File: src/design/ptmap_pkg.sv
// ----------------------------------------------------------------------------
// ptmap_pkg
// Shared widths, codes and controller/datapath handshake types for the
// four-level page table mapper.
// ----------------------------------------------------------------------------
package ptmap_pkg;

  // Pool size default
  localparam int POOL_TABLES_DEFAULT = 64;

  // Field widths
  localparam int IDX_W     = 9;
  localparam int VPN_W     = 36;
  localparam int FRAME_W   = 40;
  localparam int FLAGS_W   = 8;
  localparam int ENTRY_W   = 64;
  localparam int STATUS_W  = 2;
  localparam int USE_W     = 7;
  localparam int LEVEL_W   = 2;

  // Configuration port
  localparam int APB_ADDR_W = 4;
  localparam int APB_DATA_W = 64;
  localparam logic REG_POOL_BASE = 1'b0;

  // Link flags: present and write
  localparam logic [11:0] LINK_FLAGS = 12'h003;

  // Top walk level (level 0 is the leaf table)
  localparam logic [LEVEL_W-1:0] TOP_LEVEL = 2'd3;
  localparam logic [LEVEL_W-1:0] LEAF_LEVEL = 2'd0;

  // Operation codes
  localparam logic OP_LOOKUP = 1'b0;
  localparam logic OP_MAP    = 1'b1;

  // Result status codes
  localparam logic [STATUS_W-1:0] ST_OK        = 2'd0;
  localparam logic [STATUS_W-1:0] ST_MISSING   = 2'd1;
  localparam logic [STATUS_W-1:0] ST_MAPPED    = 2'd2;
  localparam logic [STATUS_W-1:0] ST_EXHAUSTED = 2'd3;

  // How a request is closed out
  typedef enum logic [2:0] {
    FIN_NONE,
    FIN_MISSING,
    FIN_EXHAUSTED,
    FIN_READ,
    FIN_WRITE
  } fin_t;

  // Controller to datapath commands
  typedef struct packed {
    logic capture;
    logic mem_read;
    logic descend;
    logic alloc;
    logic clear_step;
    logic link_write;
    fin_t finish;
  } cmd_t;

  // Datapath to controller status
  typedef struct packed {
    logic entry_zero;
    logic link_ok;
    logic pool_full;
    logic leaf_present;
    logic is_map;
    logic at_leaf;
    logic clear_done;
    logic out_free;
  } sts_t;

endpackage

File: src/design/ptmap_ctrl.sv
// ----------------------------------------------------------------------------
// ptmap_ctrl
// Walk sequencer: clears the root after reset, then steps each request
// through up to four table reads, table allocation for maps and the leaf update.
// ----------------------------------------------------------------------------
module ptmap_ctrl (
  input  logic            clk,
  input  logic            rst,
  input  logic            in_valid,
  output logic            in_ready,
  input  ptmap_pkg::sts_t sts,
  output ptmap_pkg::cmd_t cmd
);

  typedef enum logic [2:0] {
    S_INIT,
    S_IDLE,
    S_READ,
    S_EVAL,
    S_CLEAR,
    S_LINK
  } state_t;

  state_t state;
  state_t state_next;

  assign in_ready = (state == S_IDLE);

  // Decode commands and next state
  always_comb begin
    cmd        = '0;
    cmd.finish = ptmap_pkg::FIN_NONE;
    state_next = state;
    case (state)
      S_INIT: begin
        cmd.clear_step = 1'b1;
        if (sts.clear_done) state_next = S_IDLE;
      end
      S_IDLE: begin
        if (in_valid) begin
          cmd.capture = 1'b1;
          state_next  = S_READ;
        end
      end
      S_READ: begin
        cmd.mem_read = 1'b1;
        state_next   = S_EVAL;
      end
      S_EVAL: begin
        if (sts.at_leaf) begin
          if (sts.out_free) begin
            cmd.finish = (sts.is_map && !sts.leaf_present) ?
                         ptmap_pkg::FIN_WRITE : ptmap_pkg::FIN_READ;
            state_next = S_IDLE;
          end
        end else if (sts.entry_zero) begin
          if (!sts.is_map) begin
            if (sts.out_free) begin
              cmd.finish = ptmap_pkg::FIN_MISSING;
              state_next = S_IDLE;
            end
          end else if (sts.pool_full) begin
            if (sts.out_free) begin
              cmd.finish = ptmap_pkg::FIN_EXHAUSTED;
              state_next = S_IDLE;
            end
          end else begin
            cmd.alloc  = 1'b1;
            state_next = S_CLEAR;
          end
        end else if (!sts.link_ok) begin
          if (sts.out_free) begin
            cmd.finish = ptmap_pkg::FIN_MISSING;
            state_next = S_IDLE;
          end
        end else begin
          cmd.descend = 1'b1;
          state_next  = S_READ;
        end
      end
      S_CLEAR: begin
        cmd.clear_step = 1'b1;
        if (sts.clear_done) state_next = S_LINK;
      end
      S_LINK: begin
        cmd.link_write = 1'b1;
        state_next     = S_READ;
      end
      default: begin
        state_next = S_IDLE;
      end
    endcase
  end

  // Hold state
  always_ff @(posedge clk) begin
    if (rst) begin
      state <= S_INIT;
    end else begin
      state <= state_next;
    end
  end

endmodule

File: config.mk
export PLATFORM = sky130hd
export DESIGN_NAME = ptmap_ctrl
export DESIGN_NICKNAME = d
export VERILOG_FILES = /design/src/design/ptmap_pkg.sv /design/src/design/ptmap_ctrl.sv
export SDC_FILE = /design/constraint.sdc
export NUM_CORES = 1
export LEC_CHECK = 0
export ABC_AREA = 1
export BUFFER_PORTS_ARGS = -buffer_cell sky130_fd_sc_hd__buf_2
export CAP_MARGIN = 20
export CELL_PAD_IN_SITES_DETAIL_PLACEMENT = 1
export CELL_PAD_IN_SITES_GLOBAL_PLACEMENT = 2
export CORE_ASPECT_RATIO = 1.4
export CORE_UTILIZATION = 16
export DETAILED_ROUTE_END_ITERATION = 10
export PLACE_DENSITY = 0.81
export SETUP_SLACK_MARGIN = 0.2
export SKIP_CTS_REPAIR_TIMING = 1
export SLEW_MARGIN = 5
export SYNTH_ARGS = -nofsm -noshare
export SYNTH_HDL_FRONTEND = slang
export SYNTH_SLANG_ARGS = --single-unit
File: constraint.sdc
create_clock -name clk -period 1.2 [get_ports clk]
set_input_delay 0.06 -clock clk [delete_from_list [all_inputs] [get_ports clk]]
set_output_delay 0.06 -clock clk [all_outputs]
set_load 0.05 [all_outputs]
# Yosys cells after proc, flatten, opt, wreduce, memory -nomap -nowiden
# Index checks and enable logic that the tools add are counted.
# totals
output_inout_bits	10
word_cells	46
register_bits	3
input_bits	11
# classes
muxes	32
reduce_logical	5
eq_ne	8
# ops
cell	count
3-bit 2-to-1 mux	16
3-bit case mux with 6 select lines	1
1-bit 2-to-1 mux	11
2-bit 2-to-1 mux	4
3-bit by 2-bit equality test with 1-bit output (second input constant)	2
3-bit equality test (second input constant)	2
2-bit != test (second input constant)	3
3-bit by 1-bit equality test with 1-bit output (second input constant)	1
3-bit zero test	1
3-bit AND reduction	1
2-bit OR reduction	1
1-bit logical AND	1
1-bit zero test	1

# Depth between registers and ports, before layout
# depth
ltp_word	6
ltp_mapped	7
mapped_depth_nobuf	7

# Least setup slack after synthesis
# No wires, ideal clock.
# synth_timing
path_kind	register to register
startpoint	reg state[1]
endpoint	reg state[1]
arrival_ns	1.773
path_slack_ns	-0.631
path_stages_with_launch	6
n_path_buf	0
synth_period_minus_slack_ns	1.831
setup_ns	0.058
path_cell_list	dfxtp_1 inv_2 nor3_1 nor2_1 nand2_1 o21a_1
# synth_via
elab_chain_len	6
word_cells_on_any_way	17
# synth_rtl
element	line	text
from (decl)	ptmap_ctrl.sv:24	state_t state;
from (signal assigned)	ptmap_ctrl.sv:100	state <= state_next;
3-bit 2-to-1 mux (5 in series)	n/a	
3-bit case mux with 6 select lines	ptmap_ctrl.sv:34	case (state)
# Parallel ways exist; a longest one is shown, timed or not.
# A chain may end at the register's enable or synchronous reset.

==> reports/qor.txt <==
worst-path fanout max: 3
Mapped Avg Cell Area: 5.307 um2
Primary FF master, synth: dfxtp_1
IO Count: 21
die width: 39.07 um
fmax: 805.9 MHz
worst relative slew slack: 83.01%
share of cells above drive strength 1: 65.91%
status: finished, violations left
vias in the first global route: 457
register area share after synthesis: 19.51%
worst path bufs/invs: 5
clk_lat worst skew: 0.23 ns
Most common cell on crit path: buf_4
port bufs: 20
failing checks: negative setup slack
Syn Inst Count: 58
post-route ant nets: 0
DRC: 0
Largest regs: state (3)
max reg flops: 3
die area: 0.002106 mm2
Peak VDD IR: 0.7642 mV
initial antenna violation count: 0
CP startpoint kind: register
hold crit path type: in2reg
area grow syn2layout: 131.3%
most flop-heavy register: state
vias: 466
largest net degree at the start of global routing: 5
Core ar.: 0.001779 mm2
crit path DAT: 1.18 ns
Pre-Repair DR Iteration Count: 2
fin worst setup slack: -0.04086 ns
detailed-route wire length: 1163 um
actual slew at the worst max-slew pin: 0.2549 ns
delay of the slowest critical-path stage: 0.31 ns
count leader, synth: inv_1
worst-path cell chain: buf_4 -> inv_6 -> nand2_4 -> buf_4 -> clkinvlp_4 -> buf_8
fin crit share: 103.4%
endpoint type of the worst setup path: output port
CP required: 1.14 ns
synth warn: 0
RSZ-0062 raised after global routing: true
DR WL/cell: 10.77 um
initial DRC count: 1
DP HPWL: 932.9 um
pwr dens: 1386 mW/mm2
Post-synth EDFFs: 0
Ant. Diodes: 0
NumNets Final: 100
Commonest cells post-synth: inv_1, nand2_1, nor2_1
Final TNS setup: -0.06067 ns
Mapped Area: 307.8 um2
Setup-failing EPs final: 3
# rows: 18
max cap viols: 0
Fillers: 225
gpl congestion: 0.7570
Slowest-stage cell, CP: dfxtp_2
H-tree depth: 1
Synth cell types: 13
Initial Util: 17.30%
async set or reset register ratio after synthesis: 0%
Die Span Y: 53.90 um
Pins Over Slew Limit: 0
Yosys reg bits: 3
LEAKAGE: 0.3132 nW
Final Critical Period: 1.241 ns
Fin. Hold Viols: 0
clk root buf: clkbuf_4
cts bufs inserted: 3
GRT Total Usage: 11.60%
Synth area leaders: dfxtp_1, inv_1, nand2_1
TritonCTS clock tree: yes
first-pass GRT wire length: 1669 um
clock tree sinks: 3
clock-pin slew on the worst setup and hold paths: 0.04 ns
skew final: 0.004037 ns
Vias/cell: 4.315
crit path kind: reg2out
top cell type's share of synthesized area: 19.51%
post-synth top area cell: dfxtp_1
delay-heaviest family, CP: buffers and inverters
GR Overflow Total: 0
worst slack at placement: -0.0005853 ns
deepest clock path buffer count: 2
syn_nets: 69
## final cells by class
cell class	instances	area (um2)	area share (%)
Multi-Input combinational cell	40	302.8	42.53
Timing Repair Buffer	26	222.7	31.28
Sequential cell	3	66.31	9.315
Clock buffer	4	26.28	3.691
Inverter	15	68.82	9.666
Tap cell	20	25.02	3.515
## worst reg2reg max path, delay by kind of cell (launching register included)
family / cells / cell delay [ns]
AOI/OAI and AO/OA: 1 / 0.05
buffers and inverters: 5 / 0.52
DFF: 1 / 0.32
and+or+nand+nor: 2 / 0.12
## logic make-up (layout without fill, tap and decap cells)
group	after synthesis	after routing	synth area share, %
AO/OA/AOI/OAI	9	9	16.67
buffers and inverters	15	45	18.29
flip-flops	3	3	19.51
AND/OR/NAND/NOR	31	31	45.53
## stage by stage
| step | power [mW] | hold WS (ns) | std cells | util [%] | area [um2] |
|---|---|---|---|---|---|
| final | 0.9868 | 0.02585 | 108 | 40.01 | 711.9 |
| after global routing | 1.051 | 0.02256 | 108 | 40.01 | 711.9 |
| after CTS | 0.8362 | 0.01086 | 106 | 31.93 | 568.0 |
| after detailed placement | 0.6471 | 0.2555 | 102 | 30.45 | 541.8 |
| after global placement | 0.6408 | 0.2525 | 102 | 30.45 | 541.8 |
| after floorplan | 0.5046 | 0.1133 | 58 | - | 386.6 |
## report_power, final
part / switching, mW / leakage [nW] / internal (mW)
logic: 0.409 / 0.272 / 0.265
registers: 0.0134 / 0.0261 / 0.125
clock network: 0.0504 / 0.0150 / 0.124
## final timing paths
path	to	from	cells after the start	slack [ns]
worst max register to register	state[2]	state[1]	8	0.07
worst min-delay path	state[2]	rst	2	0.03
worst min register to register	state[2]	state[1]	4	0.63
worst max-delay path	cmd[4]	state[1]	6	-0.04
## layer usage
| metal | vias up | global-route usage, % | share of wire (%) |
|---|---|---|---|
| met5 | - | 0 | 0 |
| met4 | 0 | 5.172 | 0 |
| met3 | 0 | 1.240 | 6.9 |
| met2 | 20 | 23.06 | 59 |
| met1 | 208 | 11.28 | 34 |
| li1 | 238 | - | - |
## cell usage in the layout (no fill, tap or decap), types with 4 or more instances in the layout
| master | count |
|---|---|
| buf_8 | 4 |
| nor2_4 | 7 |
| a21oi_1 | 4 |
| nand2_1 | 8 |
| nor2_1 | 4 |
| inv_1 | 7 |
| buf_6 | 6 |
| buf_2 | 10 |
| inv_2 | 5 |
| buf_4 | 6 |
| nand3_1 | 4 |
No activity file was read; power rests on OpenSTA's default activity.
